[src/hw/rtl/bmon_pkg.sv]
// shared types, constants and helper functions for the battery/temperature monitor
// no dependencies
`default_nettype none

package bmon_pkg;

	localparam int SMP_W     = 12;
	localparam int SUM_W     = 17;
	localparam int BAR_W     = 4;
	localparam int CFG_IDX_W = 2;
	localparam int IN_W      = 24;
	localparam int OUT_W     = 32;

	// divider operand widths: |normal - avg| and |step|
	localparam int QUO_W  = 12;
	localparam int STEP_W = 10;

	// floor(x / 21) == (x * AVG_MULT) >> AVG_SHIFT for every 17-bit x
	localparam int         AVG_SHIFT = 22;
	localparam logic [17:0] AVG_MULT = 18'd199729;
	// floor(x / 5) == (x * STEP_MULT) >> STEP_SHIFT for every 12-bit x
	localparam int         STEP_SHIFT = 14;
	localparam logic [11:0] STEP_MULT = 12'd3277;

	localparam logic [CFG_IDX_W-1:0] CFG_FAN_ON  = 2'd0;
	localparam logic [CFG_IDX_W-1:0] CFG_FAN_OFF = 2'd1;
	localparam logic [CFG_IDX_W-1:0] CFG_BAT_CRIT = 2'd2;
	localparam logic [CFG_IDX_W-1:0] CFG_BAT_NORM = 2'd3;

	localparam logic [SMP_W-1:0] FAN_ON_RST   = 12'd1000;
	localparam logic [SMP_W-1:0] FAN_OFF_RST  = 12'd1500;
	localparam logic [SMP_W-1:0] BAT_CRIT_RST = 12'd2000;
	localparam logic [SMP_W-1:0] BAT_NORM_RST = 12'd3000;

	localparam logic [BAR_W-1:0] BAR_FULL  = 4'hF;
	localparam logic [BAR_W-1:0] BAR_DARK  = 4'h0;
	localparam logic [QUO_W-1:0] BAR_STEPS = 12'd5;

	typedef enum logic [2:0] {
		ST_IDLE,
		ST_SUM,
		ST_AVG_LOAD,
		ST_EVAL,
		ST_DIV_START,
		ST_DIV,
		ST_OUT
	} bmon_state_t;

	typedef struct packed {
		logic take;
		logic sum_add;
		logic avg_mul;
		logic avg_load;
		logic eval;
		logic div_start;
		logic out_load;
	} bmon_cmd_t;

	typedef struct packed {
		logic window_full;
		logic div_busy;
		logic out_free;
	} bmon_sts_t;

	function automatic logic [SMP_W-1:0] avg_sat(input logic [SMP_W:0] q);
		avg_sat = q[SMP_W] ? {SMP_W{1'b1}} : q[SMP_W-1:0];
	endfunction

	// lit = 5 - signed quotient, clamped to 0..4, as a thermometer code
	function automatic logic [BAR_W-1:0] bar_code(input logic [QUO_W-1:0] quo,
		input logic neg);
		logic [QUO_W-1:0] lit;
		lit = '0;
		if (quo == '0 || neg) begin
			bar_code = BAR_FULL;
		end else if (quo >= BAR_STEPS) begin
			bar_code = BAR_DARK;
		end else begin
			lit = BAR_STEPS - quo;
			case (lit[2:0])
				3'd1: bar_code = 4'h1;
				3'd2: bar_code = 4'h3;
				3'd3: bar_code = 4'h7;
				3'd4: bar_code = BAR_FULL;
				default: bar_code = BAR_DARK;
			endcase
		end
	endfunction

endpackage

`default_nettype wire

[src/hw/rtl/bmon_div.sv]
// iterative unsigned restoring divider, one quotient bit per cycle
// depends on bmon_pkg
`default_nettype none

module bmon_div (
	input  wire logic                       clk,
	input  wire logic                       arst_n,
	input  wire logic                       start,
	input  wire logic [bmon_pkg::QUO_W-1:0]  dividend,
	input  wire logic [bmon_pkg::STEP_W-1:0] divisor,
	output logic                            busy,
	output logic [bmon_pkg::QUO_W-1:0]       quotient
);
	import bmon_pkg::*;

	localparam int CNT_W = $clog2(QUO_W);

	logic              busy_q;
	logic [CNT_W-1:0]  cnt_q;
	logic [STEP_W-1:0] rem_q;
	logic [STEP_W-1:0] dsr_q;
	logic [QUO_W-1:0]  quo_q;

	logic [STEP_W:0]   trial;
	logic [STEP_W+1:0] diff;
	logic              ge;

	assign trial = {rem_q, quo_q[QUO_W-1]};
	assign diff  = {1'b0, trial} - {2'b00, dsr_q};
	assign ge    = !diff[STEP_W+1];

	always_ff @(posedge clk or negedge arst_n) begin
		if (!arst_n) begin
			busy_q <= 1'b0;
			cnt_q  <= '0;
		end else if (start) begin
			busy_q <= 1'b1;
			cnt_q  <= '0;
		end else if (busy_q) begin
			if (cnt_q == CNT_W'(QUO_W - 1)) begin
				busy_q <= 1'b0;
			end
			cnt_q <= cnt_q + 1'b1;
		end
	end

	always_ff @(posedge clk) begin
		if (start) begin
			rem_q <= '0;
			dsr_q <= divisor;
			quo_q <= dividend;
		end else if (busy_q) begin
			rem_q <= ge ? diff[STEP_W-1:0] : trial[STEP_W-1:0];
			quo_q <= {quo_q[QUO_W-2:0], ge};
		end
	end

	assign busy     = busy_q;
	assign quotient = quo_q;

endmodule

`default_nettype wire

[src/hw/rtl/bmon_dp.sv]
// datapath: config registers, window sums, averages, fan and bar evaluation, output register
// depends on bmon_pkg and bmon_div
`default_nettype none

module bmon_dp #(
	parameter int WINDOW_SAMPLES = 20
) (
	input  wire logic                          clk,
	input  wire logic                          arst_n,
	input  wire logic                          cfg_we,
	input  wire logic [bmon_pkg::CFG_IDX_W-1:0] cfg_index,
	input  wire logic [bmon_pkg::SMP_W-1:0]     cfg_wdata,
	input  wire logic [bmon_pkg::IN_W-1:0]      s_tdata,
	output logic                               m_tvalid,
	input  wire logic                          m_tready,
	output logic [bmon_pkg::OUT_W-1:0]          m_tdata,
	input  wire bmon_pkg::bmon_cmd_t            cmd,
	output bmon_pkg::bmon_sts_t                 sts
);
	import bmon_pkg::*;

	localparam int CW = $clog2(WINDOW_SAMPLES + 1);
	localparam int AVG_PROD_W = SUM_W + 18;
	localparam int STEP_PROD_W = 2 * SMP_W;

	logic [SMP_W-1:0] fan_on_q, fan_off_q, crit_lvl_q, norm_lvl_q;

	logic [SMP_W-1:0] bsmp_q, tsmp_q;
	logic [SUM_W-1:0] bsum_q, tsum_q;
	logic [CW-1:0]    count_q;
	logic [AVG_PROD_W-1:0] bprod_q, tprod_q;
	logic [SMP_W-1:0] bavg_q, tavg_q;
	logic             upd_q, fan_q, crit_q;
	logic [STEP_PROD_W-1:0] step_prod_q;
	logic             step_neg_q, num_neg_q;
	logic             out_valid_q;
	logic [OUT_W-1:0] out_data_q;

	logic [SUM_W:0]   bsum_add, tsum_add;
	logic             fan_nxt;
	logic [SMP_W:0]   step_diff, num_diff;
	logic [SMP_W-1:0] step_abs, num_abs;
	logic [STEP_W-1:0] step_mag;
	logic             div_busy;
	logic [QUO_W-1:0] quo;
	logic [BAR_W-1:0] bar;

	// configuration
	always_ff @(posedge clk or negedge arst_n) begin
		if (!arst_n) begin
			fan_on_q   <= FAN_ON_RST;
			fan_off_q  <= FAN_OFF_RST;
			crit_lvl_q <= BAT_CRIT_RST;
			norm_lvl_q <= BAT_NORM_RST;
		end else if (cfg_we) begin
			case (cfg_index)
				CFG_FAN_ON:   fan_on_q   <= cfg_wdata;
				CFG_FAN_OFF:  fan_off_q  <= cfg_wdata;
				CFG_BAT_CRIT: crit_lvl_q <= cfg_wdata;
				CFG_BAT_NORM: norm_lvl_q <= cfg_wdata;
				default: ;
			endcase
		end
	end

	assign bsum_add = {1'b0, bsum_q} + (SUM_W+1)'(bsmp_q);
	assign tsum_add = {1'b0, tsum_q} + (SUM_W+1)'(tsmp_q);

	always_ff @(posedge clk) begin
		if (cmd.take) begin
			bsmp_q <= s_tdata[SMP_W-1:0];
			tsmp_q <= s_tdata[2*SMP_W-1:SMP_W];
		end
		if (cmd.avg_mul) begin
			bprod_q <= AVG_PROD_W'(bsum_q) * AVG_PROD_W'(AVG_MULT);
			tprod_q <= AVG_PROD_W'(tsum_q) * AVG_PROD_W'(AVG_MULT);
		end
		if (cmd.eval) begin
			step_neg_q  <= step_diff[SMP_W];
			step_prod_q <= STEP_PROD_W'(step_abs) * STEP_PROD_W'(STEP_MULT);
		end
		if (cmd.div_start) begin
			num_neg_q <= num_diff[SMP_W];
		end
	end

	// window sums and averages
	always_ff @(posedge clk or negedge arst_n) begin
		if (!arst_n) begin
			bsum_q  <= '0;
			tsum_q  <= '0;
			count_q <= '0;
			bavg_q  <= '0;
			tavg_q  <= '0;
			upd_q   <= 1'b0;
		end else if (cmd.sum_add) begin
			bsum_q  <= bsum_add[SUM_W] ? {SUM_W{1'b1}} : bsum_add[SUM_W-1:0];
			tsum_q  <= tsum_add[SUM_W] ? {SUM_W{1'b1}} : tsum_add[SUM_W-1:0];
			count_q <= count_q + 1'b1;
			upd_q   <= 1'b0;
		end else if (cmd.avg_load) begin
			bavg_q  <= avg_sat(bprod_q[AVG_SHIFT+SMP_W:AVG_SHIFT]);
			tavg_q  <= avg_sat(tprod_q[AVG_SHIFT+SMP_W:AVG_SHIFT]);
			bsum_q  <= '0;
			tsum_q  <= '0;
			count_q <= '0;
			upd_q   <= 1'b1;
		end
	end

	// fan hysteresis: switch-on test first, switch-off test on the result
	always_comb begin
		fan_nxt = fan_q;
		if (tavg_q < fan_on_q && !fan_nxt) begin
			fan_nxt = 1'b1;
		end
		if (tavg_q > fan_off_q && fan_nxt) begin
			fan_nxt = 1'b0;
		end
	end

	always_ff @(posedge clk or negedge arst_n) begin
		if (!arst_n) begin
			fan_q  <= 1'b0;
			crit_q <= 1'b0;
		end else if (cmd.eval) begin
			fan_q  <= fan_nxt;
			crit_q <= bavg_q < crit_lvl_q;
		end
	end

	// bar step and numerator, sign and magnitude
	assign step_diff = {1'b0, norm_lvl_q} - {1'b0, crit_lvl_q};
	assign step_abs  = step_diff[SMP_W] ? SMP_W'(-step_diff) : step_diff[SMP_W-1:0];
	assign step_mag  = step_prod_q[STEP_SHIFT+STEP_W-1:STEP_SHIFT];
	assign num_diff  = {1'b0, norm_lvl_q} - {1'b0, bavg_q};
	assign num_abs   = num_diff[SMP_W] ? SMP_W'(-num_diff) : num_diff[SMP_W-1:0];

	bmon_div u_div (
		.clk      (clk),
		.arst_n   (arst_n),
		.start    (cmd.div_start),
		.dividend (num_abs),
		.divisor  (step_mag),
		.busy     (div_busy),
		.quotient (quo)
	);

	always_comb begin
		if (crit_q) begin
			bar = BAR_DARK;
		end else if (step_mag == '0) begin
			bar = BAR_FULL;
		end else begin
			bar = bar_code(quo, num_neg_q ^ step_neg_q);
		end
	end

	// output register
	always_ff @(posedge clk or negedge arst_n) begin
		if (!arst_n) begin
			out_valid_q <= 1'b0;
		end else if (cmd.out_load) begin
			out_valid_q <= 1'b1;
		end else if (m_tready) begin
			out_valid_q <= 1'b0;
		end
	end

	always_ff @(posedge clk) begin
		if (cmd.out_load) begin
			out_data_q <= {1'b0, bar, crit_q, fan_q, upd_q, tavg_q, bavg_q};
		end
	end

	assign m_tvalid = out_valid_q;
	assign m_tdata  = out_data_q;

	assign sts.window_full = count_q >= CW'(WINDOW_SAMPLES);
	assign sts.div_busy    = div_busy;
	assign sts.out_free    = !out_valid_q || m_tready;

`ifndef SYNTHESIS
	a_count_range: assert property (@(posedge clk) disable iff (!arst_n)
		count_q <= CW'(WINDOW_SAMPLES))
		else $error("window count past window length");
	a_avg_clears: assert property (@(posedge clk) disable iff (!arst_n)
		cmd.avg_load |=> count_q == '0 && bsum_q == '0 && tsum_q == '0 && upd_q)
		else $error("window not cleared after average load");
	a_add_no_upd: assert property (@(posedge clk) disable iff (!arst_n)
		cmd.sum_add |=> !upd_q && count_q == $past(count_q) + 1'b1)
		else $error("summing item flagged as update");
`endif

endmodule

`default_nettype wire

[src/hw/rtl/bmon_ctrl.sv]
// controller state machine sequencing one transaction through the datapath
// depends on bmon_pkg
`default_nettype none

module bmon_ctrl (
	input  wire logic                clk,
	input  wire logic                arst_n,
	input  wire logic                s_tvalid,
	output logic                     s_tready,
	input  wire bmon_pkg::bmon_sts_t sts,
	output bmon_pkg::bmon_cmd_t      cmd
);
	import bmon_pkg::*;

	bmon_state_t state_q, state_d;

	always_ff @(posedge clk or negedge arst_n) begin
		if (!arst_n) begin
			state_q <= ST_IDLE;
		end else begin
			state_q <= state_d;
		end
	end

	always_comb begin
		state_d  = state_q;
		s_tready = 1'b0;
		cmd      = '0;
		case (state_q)
			ST_IDLE: begin
				s_tready = 1'b1;
				if (s_tvalid) begin
					cmd.take = 1'b1;
					state_d  = ST_SUM;
				end
			end
			ST_SUM: begin
				if (sts.window_full) begin
					cmd.avg_mul = 1'b1;
					state_d     = ST_AVG_LOAD;
				end else begin
					cmd.sum_add = 1'b1;
					state_d     = ST_EVAL;
				end
			end
			ST_AVG_LOAD: begin
				cmd.avg_load = 1'b1;
				state_d      = ST_EVAL;
			end
			ST_EVAL: begin
				cmd.eval = 1'b1;
				state_d  = ST_DIV_START;
			end
			ST_DIV_START: begin
				cmd.div_start = 1'b1;
				state_d       = ST_DIV;
			end
			ST_DIV: begin
				if (!sts.div_busy) begin
					state_d = ST_OUT;
				end
			end
			ST_OUT: begin
				if (sts.out_free) begin
					cmd.out_load = 1'b1;
					state_d      = ST_IDLE;
				end
			end
			default: state_d = ST_IDLE;
		endcase
	end

`ifndef SYNTHESIS
	a_take_busy: assert property (@(posedge clk) disable iff (!arst_n)
		cmd.take |=> state_q == ST_SUM && !s_tready)
		else $error("transaction accepted without entering sum state");
	a_load_after_mul: assert property (@(posedge clk) disable iff (!arst_n)
		cmd.avg_load |-> $past(cmd.avg_mul))
		else $error("average load without preceding multiply");
	a_div_idle: assert property (@(posedge clk) disable iff (!arst_n)
		cmd.div_start |-> !sts.div_busy)
		else $error("divider started while busy");
	a_out_idle: assert property (@(posedge clk) disable iff (!arst_n)
		cmd.out_load |=> s_tready)
		else $error("not ready after result load");
`endif

endmodule

`default_nettype wire

[src/hw/rtl/battery_temp_monitor_fan_ledbar.sv]
// sequence: a transaction accepted in ST_IDLE passes through ST_SUM, ST_AVG_LOAD when
// it closes a window (for the average load), ST_EVAL, ST_DIV_START and ST_DIV for the
// bar divider, then ST_OUT, which waits while the result slot stays full and m_tready is low
// a new transaction is taken only after the last one's result is loaded;
// the output register holds a result while the next is taken
// reset: async active low, clears sums, averages, fan and critical flags, loads levels
`default_nettype none

module battery_temp_monitor_fan_ledbar #(
	parameter int WINDOW_SAMPLES = 20
) (
	input  wire logic                          clk,
	input  wire logic                          arst_n,
	input  wire logic                          cfg_we,
	input  wire logic [bmon_pkg::CFG_IDX_W-1:0] cfg_index,
	input  wire logic [bmon_pkg::SMP_W-1:0]     cfg_wdata,
	input  wire logic                          s_tvalid,
	output logic                               s_tready,
	// battery_sample[11:0], temperature_sample[23:12]
	input  wire logic [bmon_pkg::IN_W-1:0]      s_tdata,
	output logic                               m_tvalid,
	input  wire logic                          m_tready,
	// battery_average[11:0], temperature_average[23:12], average_updated[24],
	// fan_enable[25], critical_power[26], battery_bar[30:27], zero[31]
	output logic [bmon_pkg::OUT_W-1:0]          m_tdata
);
	import bmon_pkg::*;

	bmon_cmd_t cmd;
	bmon_sts_t sts;

	bmon_ctrl u_ctrl (
		.clk      (clk),
		.arst_n   (arst_n),
		.s_tvalid (s_tvalid),
		.s_tready (s_tready),
		.sts      (sts),
		.cmd      (cmd)
	);

	bmon_dp #(
		.WINDOW_SAMPLES (WINDOW_SAMPLES)
	) u_dp (
		.clk       (clk),
		.arst_n    (arst_n),
		.cfg_we    (cfg_we),
		.cfg_index (cfg_index),
		.cfg_wdata (cfg_wdata),
		.s_tdata   (s_tdata),
		.m_tvalid  (m_tvalid),
		.m_tready  (m_tready),
		.m_tdata   (m_tdata),
		.cmd       (cmd),
		.sts       (sts)
	);

endmodule

`default_nettype wire

[config.mk]
export PLATFORM = sky130hd
export DESIGN_NAME = battery_temp_monitor_fan_ledbar
export DESIGN_NICKNAME = d
export VERILOG_FILES = /design/src/hw/rtl/bmon_pkg.sv /design/src/hw/rtl/bmon_div.sv /design/src/hw/rtl/bmon_dp.sv /design/src/hw/rtl/bmon_ctrl.sv /design/src/hw/rtl/battery_temp_monitor_fan_ledbar.sv
export SDC_FILE = /design/constraint.sdc
export NUM_CORES = 1
export LEC_CHECK = 0
export ABC_AREA = 1
export BUFFER_PORTS_ARGS = -buffer_cell sky130_fd_sc_hd__buf_4
export CAP_MARGIN = 10
export CORE_MARGIN = 4
export CORE_UTILIZATION = 57
export DETAILED_ROUTE_END_ITERATION = 10
export PLACE_DENSITY_LB_ADDON = 0.08
export SLEW_MARGIN = 25
export SYNTH_ARGS = -nofsm -noshare
export SYNTH_HDL_FRONTEND = slang
export SYNTH_SLANG_ARGS = --single-unit
export TNS_END_PERCENT = 20
[constraint.sdc]
create_clock -name clk -period 8.2 [get_ports clk]
set_input_delay 1.64 -clock clk [delete_from_list [all_inputs] [get_ports clk]]
set_output_delay 1.64 -clock clk [all_outputs]
set_load 0.005 [all_outputs]
==> reports/qor.txt, run 1 <==
========================================================================================
Status                                                                      finished, final reports clean
Setup slack of the most critical reg-to-reg path                                 1.44 ns
Diodes inserted                                                                        0
Max-cap viol count                                                                     0
Initial DRT Pass Iterations                                                            5
Wirelength per Cell                                                             16.13 um
Count of boundary I/O pins                                                            77
Clock Latency Late Sink                                                          0.58 ns
Post-CTS Setup Inserts                                                                 0
Synth-to-Final Area Change                                                        8.777%
Clock slew seen by the registers of the worst setup and hold paths               0.06 ns
Origin of the critical flop-to-flop path                                    u_dp.crit_lvl_q[6]$_DFFE_PN1P_
Port-buffer cells                                                                     75
DRC errors left                                                                        0
Global placer's final weighted congestion                                         0.8997
Most frequent standard cell in the layout excluding fill and tap cells      sky130_fd_sc_hd__inv_1
Starting utilization of the core area                                             58.00%
Antenna viol nets, final                                                               0
Post-synthesis cell type count                                                        58
Least-Margin Pin Slew                                                          0.9714 ns
Kind of critical path                                                       flop to flop
Synthesized flop and latch total                                                     248
Number of global-route vias before repair                                         18,490
End point of the most critical hold path                                    u_dp.u_div.dsr_q[6]$_DFFE_PP_
Share of synthesized area spent on multiplexers                                       0%
Site row count                                                                        74
Number of nets in the synthesized netlist                                          3,346
Maximum number of pins on one net before global-route repair                          72
CTS Root Buffer Type                                                        sky130_fd_sc_hd__clkbuf_16
Final setup TNS                                                                     0 ns
Number of sinks handled by clock tree synthesis                                      248
Post-synthesis adder-cell area fraction                                           33.14%
Post-CTS Resized                                                                       0
Core Box Area                                                               41,020 sq um
GR Util All Layers                                                                24.77%
Data required time of the worst path                                             8.52 ns
Hold Startpoint                                                             u_dp.step_prod_q[20]$_DFFE_PP_
Synthesis warning total                                                                0
Critical path peak fanout                                                             15
Final setup viols                                                                      0
Share of synthesized flip-flops with an asynchronous set or reset                 49.60%
CP endpoint kind                                                                    flop
Highest achievable clock rate                                                  147.9 MHz
Bufs on Longest Clock Path                                                             3
Placement Cell Area                                                         24,950 sq um
Worst Setup Start Kind                                                              flop
CTS H-Tree Depth                                                                       1
Longest individual stage delay on the worst path                                 0.54 ns
Post-layout minimum cycle time                                                  6.760 ns
Number of filler instances in the final layout                                     3,614
Quantity of hold-fixing buffers added after cts                                        0
Initial antenna violation count                                                        0
Final-report max-slew violation count                                                  0
Die X-Extent                                                                    212.3 um
Cell at the slowest stage of the critical path                              sky130_fd_sc_hd__fa_1
Global route total overflow                                                            0
Synthesized area per cell                                                    8.636 sq um
Cell area after synthesis                                                   23,790 sq um
Worst Reg2Reg Path Length in Cells                                                    28
Via-per-instance ratio                                                             5.428
DP Cell Count                                                                      3,338
Portion of the clock cycle consumed by the worst path in the final layout         82.43%
RR Endpoint                                                                 u_dp.step_prod_q[23]$_DFFE_PP_
Wire length of the first global-routing pass                                   91,470 um
Synth Area in Simple Gates                                                        14.89%
Most frequent cells in the layout                                           sky130_fd_sc_hd__inv_1 (515), sky130_fd_sc_hd__nand2_1 (499), sky130_fd_sc_hd__ha_1 (411)
Vert. Die Dim                                                                   212.3 um
Number of failing hold endpoints at the final stage                                    0
Routed WL                                                                      54,720 um
Worst-case clock skew                                                         0.02006 ns
TritonCTS clock tree                                                                done
Half-perimeter wire length after detailed placement                            45,280 um
Share of synthesized area occupied by flip-flops and latches                      28.43%
Worst Hold Path Cells                                                                  0
Most used flip-flop cell after synthesis                                    sky130_fd_sc_hd__edfxtp_1
CTS buffer count                                                                      29
Instance count of the mapped netlist                                               2,755
Layout Cell Area excl Fill                                                  25,880 sq um
Number of enable-type register cells in the synthesized netlist                      115
Area fraction in compound gates after synthesis                                   11.06%
Net count, final                                                                   3,428
Class of the tightest hold or removal check                                 flop to flop
Iteration-0 DRC Markers                                                            1,111
Share of post-route cells with drive strength above 1                             7.762%
Die Area                                                                    45,070 sq um
Setup repair after global routing missed its margin                                false
Number of standard cells in the final layout excluding fillers                     3,392
Normalized max-slew margin                                                        35.24%
Crit path DAT                                                                    7.08 ns
Most used cell along the critical path                                      sky130_fd_sc_hd__inv_1
Share of the synthesized netlist area taken by xor and xnor gates                 3.502%
Routed via count                                                                  18,410
Dominant combinational cell family by area after synthesis                   adder cells
========================================================================================
## final cells by class
type / count / area, sq um / share of cell area, %
clock buffer: 35 / 769.5 / 2.973
clock inverter: 19 / 158.9 / 0.6140
inverter: 526 / 1978 / 7.644
multi-input combinational: 1948 / 14910 / 57.61
sequential: 248 / 6764 / 26.14
tap: 532 / 665.6 / 2.572
timing repair buffer: 84 / 634.4 / 2.451
## synth_stat cells, types with 32 or more instances
master	n	share of area (%)
sky130_fd_sc_hd__a21oi_1	163	3.4
sky130_fd_sc_hd__dfrtp_1	97	10
sky130_fd_sc_hd__edfxtp_1	115	15
sky130_fd_sc_hd__fa_1	137	12
sky130_fd_sc_hd__ha_1	411	22
sky130_fd_sc_hd__inv_1	515	8.1
sky130_fd_sc_hd__nand2_1	499	7.9
sky130_fd_sc_hd__nand3_1	93	2.0
sky130_fd_sc_hd__nor2_1	132	2.1
sky130_fd_sc_hd__o21ai_0	216	4.5
sky130_fd_sc_hd__xnor2_1	32	1.2
sky130_fd_sc_hd__xor2_1	55	2.0
## routing by layer
metal | GRT usage (%) | wire length, um | vias up | share of wire [%]
met5 | 0 | 0 | - | 0
met4 | 6.242 | 1464 | 0 | 2.7
met3 | 2.346 | 1815 | 83 | 3.3
met2 | 43.19 | 26750 | 336 | 49
met1 | 33.50 | 24680 | 8775 | 45
li1 | - | - | 9218 | -
## state kept, by name, summed over array words and instances, names as in the netlist, 13 cells and up
register / flops
u_dp.tsum_q: 17
u_dp.tprod_q: 13
u_dp.bsum_q: 17
u_dp.bprod_q: 13
u_dp.m_tdata: 31
## how the worst max path moves through the flow
| stage | slack [ns] | start | cells past startpoint | endpoint |
|---|---|---|---|---|
| 2_1_floorplan | 2.13 | u_dp.crit_lvl_q[6]$_DFFE_PN1P_ | 29 | u_dp.step_prod_q[23]$_DFFE_PP_ |
| 5_1_grt | 0.94 | u_dp.crit_lvl_q[7]$_DFFE_PN1P_ | 28 | u_dp.step_prod_q[23]$_DFFE_PP_ |
| 3_5_place_dp | 1.46 | u_dp.crit_lvl_q[6]$_DFFE_PN1P_ | 28 | u_dp.step_prod_q[23]$_DFFE_PP_ |
| 3_3_place_gp | 1.61 | u_dp.crit_lvl_q[6]$_DFFE_PN1P_ | 28 | u_dp.step_prod_q[23]$_DFFE_PP_ |
| 6_report | 1.44 | u_dp.crit_lvl_q[6]$_DFFE_PN1P_ | 28 | u_dp.step_prod_q[23]$_DFFE_PP_ |
| 4_1_cts | 1.44 | u_dp.crit_lvl_q[6]$_DFFE_PN1P_ | 28 | u_dp.step_prod_q[23]$_DFFE_PP_ |
## stage by stage
step	utilization, %	hold slack, ns	setup WS [ns]
final	63.10	0.4509	1.440
after global routing	63.10	0.4624	0.9358
after CTS	63.09	0.4512	1.442
after detailed placement	60.82	0.4406	1.456
after global placement	60.82	0.4282	1.610
after floorplan	-	0.4249	2.133
## logic make-up after synthesis
logic type	count (synthesis)
xor+xnor	90
fa+ha+maj	548
other cells	1
compound gates	476
buf+inv	559
flops	248
simple gates	833
## worst max-delay path, delay by kind of cell, from the launching register on
| kind | cells | cell delay [ns] |
|---|---|---|
| flip-flops | 1 | 0.53 |
| XOR/XNOR | 2 | 0.34 |
| AND/OR/NAND/NOR | 4 | 0.35 |
| adder cells (fa/ha/maj) | 7 | 3.15 |
| buffers and inverters | 7 | 0.44 |
| AO/OA/AOI/OAI | 8 | 1.66 |
Power of run 1 is left out: the tool's default activity adds up to more than one toggle a clock period on the data nets, which glitch-free logic cannot reach.
==> run 2: changes to the inputs <==
clock period = 6.8 ns   (was 8.2 ns; I/O delays follow)
==> reports/qor.txt, run 2 (synthesis results as in run 1) <==
========================================================================================
Layout Cell Area excl Fill                                                  25,880 sq um
CTS H-Tree Depth                                                                       1
Bufs on Longest Clock Path                                                             3
CTS Root Buffer Type                                                        sky130_fd_sc_hd__clkbuf_16
Fraction of the core area covered by cells at the end of the flow                 63.10%
Site row count                                                                        74
Most frequent cells in the layout                                           sky130_fd_sc_hd__inv_1 (515), sky130_fd_sc_hd__nand2_1 (499), sky130_fd_sc_hd__ha_1 (411)
Quantity of hold-fixing buffers added after cts                                        0
Kind of critical path                                                       flop to flop
Max FFs per register                                                                  31
Max-cap viol count                                                                     0
Synth-to-Final Area Change                                                        8.788%
CP endpoint kind                                                                    flop
Least-Margin Pin Slew                                                          0.9725 ns
Class of the tightest hold or removal check                                 flop to flop
Longest individual stage delay on the worst path                                 0.54 ns
Clock Latency Late Sink                                                          0.58 ns
Starting utilization of the core area                                             58.00%
Post-layout minimum cycle time                                                  6.360 ns
Global route total overflow                                                            0
Portion of the clock cycle consumed by the worst path in the final layout         93.54%
Worst-case clock skew                                                         0.02559 ns
Worst Setup Start Kind                                                              flop
Vert. Die Dim                                                                   212.3 um
Highest achievable clock rate                                                  157.2 MHz
Critical path peak fanout                                                              5
Share of post-route cells with drive strength above 1                             7.851%
Antenna viol nets, final                                                               0
Core Box Area                                                               41,020 sq um
Diodes inserted                                                                        0
Normalized max-slew margin                                                        34.99%
Maximum number of pins on one net before global-route repair                          71
Most frequent standard cell in the layout excluding fill and tap cells      sky130_fd_sc_hd__inv_1
Crit path DAT                                                                    6.69 ns
Via-per-instance ratio                                                             5.410
Die X-Extent                                                                    212.3 um
CTS buffer count                                                                      29
Cell at the slowest stage of the critical path                              sky130_fd_sc_hd__fa_1
Most used cell along the critical path                                      sky130_fd_sc_hd__inv_1
Placement Cell Area                                                         24,970 sq um
Post-route worst setup slack                                                   0.4396 ns
Number of sinks handled by clock tree synthesis                                      248
Port-buffer cells                                                                     75
Global placer's final weighted congestion                                         0.9195
Wire length of the first global-routing pass                                   92,200 um
Net count, final                                                                   3,434
Routed WL                                                                      55,070 um
Clock slew seen by the registers of the worst setup and hold paths               0.07 ns
TritonCTS clock tree                                                                done
Half-perimeter wire length after detailed placement                            45,960 um
Number of global-route vias before repair                                         18,770
Iteration-0 DRC Markers                                                            1,114
Routed via count                                                                  18,380
Number of failing hold endpoints at the final stage                                    0
Setup repair after global routing missed its margin                                false
Data required time of the worst path                                             7.13 ns
Final setup TNS                                                                     0 ns
Worst slack at placement                                                       0.2621 ns
Final setup viols                                                                      0
GR Util All Layers                                                                24.93%
Count of boundary I/O pins                                                            77
Wirelength per Cell                                                             16.21 um
Number of filler instances in the final layout                                     3,588
Status                                                                      finished, final reports clean
Initial DRT Pass Iterations                                                            5
Die Area                                                                    45,070 sq um
DRC errors left                                                                        0
Initial antenna violation count                                                        1
Final-report max-slew violation count                                                  0
========================================================================================
run 2: cell types whose count changed in the layout (fill, tap and decap cells not counted), sizes merged:
cell	delta
clkbuf	+5
buf	+6
bufinv	-1
inv	-4
run 2: final timing paths:
path	slack, ns	to	startpoint	cells past startpoint
setup / recovery	0.44	u_dp.step_prod_q[23]$_DFFE_PP_	u_dp.norm_lvl_q[0]$_DFFE_PN0P_	30
hold / removal	0.44	u_dp.m_tdata[12]$_DFFE_PP_	u_dp.tavg_q[0]$_DFFE_PN0P_	0
setup reg to reg	0.44	u_dp.step_prod_q[23]$_DFFE_PP_	u_dp.norm_lvl_q[0]$_DFFE_PN0P_	30
hold reg to reg	0.44	u_dp.m_tdata[12]$_DFFE_PP_	u_dp.tavg_q[0]$_DFFE_PN0P_	0
max in group asynchronous	4.53	u_dp.bsum_q[9]$_DFFE_PN0P_	arst_n	2
min in group asynchronous	0.91	u_dp.fan_q$_DFFE_PN0P_	arst_n	1
run 2: layout make-up:
class	count	area, sq um	share of cell area, %
clock buffers	40	787.0	3.041
clock inverters	14	86.33	0.3336
inverters	526	1978	7.643
multi-input cells	1948	14930	57.67
flip-flops and latches	248	6764	26.13
well taps	532	665.6	2.572
repair buffers	90	675.6	2.610
run 2: per-layer routing:
layer | track usage, % | up-vias | routed length, um
met5 | 0 | - | 13
met4 | 5.686 | 2 | 1285
met3 | 2.818 | 87 | 1976
met2 | 44.28 | 300 | 27340
met1 | 32.99 | 8768 | 24460
li1 | - | 9225 | -
run 2: worst max-delay path, delay by kind of cell (launching register included):
family,cells,cell delay [ns]
xor+xnor,2,0.30
buf+inv,7,0.45
flops,1,0.34
simple gates,7,0.67
fa+ha+maj,9,3.67
compound gates,5,0.67
run 2: through the flow:
stage,hold slack [ns],instances
final,0.4364,3398
after global routing,0.4635,3398
after CTS,0.4296,3395
after detailed placement,0.4395,3341
after global placement,0.4297,3341
after floorplan,0.4249,2755
run 2: what timing repair did:
item / CTS / global route
buffers inserted: 0 / 3
resized for setup: 0 / 4
endpoints found under the setup margin: 0 / 3
Power of run 2 is left out for the same reason.
==> run 3: changes to the inputs <==
CTS_CLUSTER_DIAMETER = 40   (was default)
clock period = 6.5 ns   (was 6.8 ns; I/O delays follow)
==> reports/qor.txt, run 3 (synthesis results as in run 1) <==
========================================================================================
Status                                                                      finished, final reports clean
Final setup viols                                                                      0
Net count, final                                                                   3,463
Wire length of the first global-routing pass                                   92,450 um
Clock slew seen by the registers of the worst setup and hold paths               0.06 ns
Highest achievable clock rate                                                  161.0 MHz
Vert. Die Dim                                                                   212.3 um
Longest individual stage delay on the worst path                                 0.58 ns
Initial antenna violation count                                                        0
Max FFs per register                                                                  31
Worst hold slack                                                               0.4542 ns
Origin of the critical flop-to-flop path                                    u_dp.norm_lvl_q[0]$_DFFE_PN0P_
RR Endpoint                                                                 u_dp.step_prod_q[21]$_DFFE_PP_
Cell at the slowest stage of the critical path                              sky130_fd_sc_hd__fa_1
Via-per-instance ratio                                                             5.432
Routed WL                                                                      55,970 um
Half-perimeter wire length after detailed placement                            45,280 um
Iteration-0 DRC Markers                                                            1,016
Placement Cell Area                                                         25,020 sq um
Maximum number of pins on one net before global-route repair                          73
Bufs on Longest Clock Path                                                             3
Starting utilization of the core area                                             58.00%
GR Util All Layers                                                                25.18%
TritonCTS clock tree                                                                done
CTS buffer count                                                                      40
Count of boundary I/O pins                                                            77
Crit path DAT                                                                    6.52 ns
DRC errors left                                                                        0
Most frequent standard cell in the layout excluding fill and tap cells      sky130_fd_sc_hd__inv_1
Wirelength per Cell                                                             16.29 um
Clock Latency Late Sink                                                          0.56 ns
Die X-Extent                                                                    212.3 um
Final setup TNS                                                                     0 ns
Number of sinks handled by clock tree synthesis                                      248
Worst Setup Start Kind                                                              flop
Post-layout minimum cycle time                                                  6.211 ns
Normalized max-slew margin                                                        36.46%
Least-Margin Pin Slew                                                          0.9504 ns
Share of post-route cells with drive strength above 1                             9.745%
Global route total overflow                                                            0
Number of filler instances in the final layout                                     3,430
Most frequent cells in the layout                                           sky130_fd_sc_hd__inv_1 (513), sky130_fd_sc_hd__nand2_1 (497), sky130_fd_sc_hd__ha_1 (406)
Site row count                                                                        74
Port-buffer cells                                                                     75
CTS Root Buffer Type                                                        sky130_fd_sc_hd__clkbuf_16
Diodes inserted                                                                        0
CP endpoint kind                                                                    flop
Worst Reg2Reg Path Length in Cells                                                    27
Fraction of the core area covered by cells at the end of the flow                 64.93%
Data required time of the worst path                                             6.81 ns
Quantity of hold-fixing buffers added after cts                                        0
Number of global-route vias before repair                                         18,940
Global placer's final weighted congestion                                         0.9168
Portion of the clock cycle consumed by the worst path in the final layout         95.56%
Max-cap viol count                                                                     0
Core Box Area                                                               41,020 sq um
Layout Cell Area excl Fill                                                  26,630 sq um
Setup slack of the most critical reg-to-reg path                                 0.29 ns
Final-report max-slew violation count                                                  0
End point of the most critical hold path                                    u_dp.u_div.dsr_q[4]$_DFFE_PP_
Routed via count                                                                  18,670
Worst Hold Path Cells                                                                  0
Number of failing hold endpoints at the final stage                                    0
Class of the tightest hold or removal check                                 flop to flop
Hold Startpoint                                                             u_dp.step_prod_q[18]$_DFFE_PP_
Synth-to-Final Area Change                                                        11.94%
Initial DRT Pass Iterations                                                            5
Die Area                                                                    45,070 sq um
CTS H-Tree Depth                                                                       2
Worst-case clock skew                                                         0.02919 ns
Kind of critical path                                                       flop to flop
Critical path peak fanout                                                              5
Antenna viol nets, final                                                               0
========================================================================================
## run 3: cell types whose count changed in the layout (fill, tap and decap cells not counted), sizes merged
cell | previous run | this run
clkinvlp | 1 | 4
buf | 90 | 107
clkbuf | 40 | 45
a21oi | 165 | 166
inv | 525 | 534
bufinv | 0 | 3
## run 3: final cells by class
type	count	area [sq um]	share of cell area, %
clock buffers	45	1072	4.026
clock inverters	29	326.6	1.226
inverters	526	1978	7.428
multi-input cells	1949	15020	56.39
flip-flops and latches	248	6764	25.40
well taps	532	665.6	2.499
repair buffers	107	807.0	3.030
## run 3: how the worst max path moves through the flow
stage,from,endpoint,slack (ns),cells after the start
floorplan,u_dp.crit_lvl_q[6]$_DFFE_PN1P_,u_dp.step_prod_q[23]$_DFFE_PP_,0.43,29
global placement,u_dp.norm_lvl_q[0]$_DFFE_PN0P_,u_dp.step_prod_q[23]$_DFFE_PP_,0.23,30
detailed placement,u_dp.norm_lvl_q[0]$_DFFE_PN0P_,u_dp.step_prod_q[23]$_DFFE_PP_,0.13,30
CTS,u_dp.norm_lvl_q[0]$_DFFE_PN0P_,u_dp.step_prod_q[17]$_DFFE_PP_,0.1,29
global route,u_dp.norm_lvl_q[0]$_DFFE_PN0P_,u_dp.step_prod_q[23]$_DFFE_PP_,-0.03,31
finish,u_dp.norm_lvl_q[0]$_DFFE_PN0P_,u_dp.step_prod_q[21]$_DFFE_PP_,0.29,27
## run 3: per-layer routing
layer  part of all wire (%)  GRT usage (%)  wire length [um]
met5                      0              0                 0
met2                     49          44.24             27590
met4                    2.8          7.641              1556
met1                     44          32.69             24440
met3                    4.2          3.187              2376
## run 3: critical path, delay by kind of cell (launching register included)
family / cells / cell delay [ns]
buffers and inverters: 5 / 0.51
and+or+nand+nor: 8 / 0.77
adders and majority gates: 9 / 3.48
DFF: 1 / 0.35
xor gates and xnor gates: 2 / 0.30
AOI/OAI and AO/OA: 3 / 0.55
## run 3: what timing repair did
item | 4_1_cts | 5_1_grt
setup endpoints to repair | 0 | 9
gates resized for setup | 0 | 19
setup buffers | 0 | 13
## run 3: metrics by stage
step / cells / worst slack [ns]
floorplan: 2755 / 0.4333
global placement: 3348 / 0.2314
global route: 3436 / -0.02924
CTS: 3422 / 0.09920
detailed placement: 3348 / 0.1252
finish: 3436 / 0.2888
Power of run 3 is left out for the same reason.
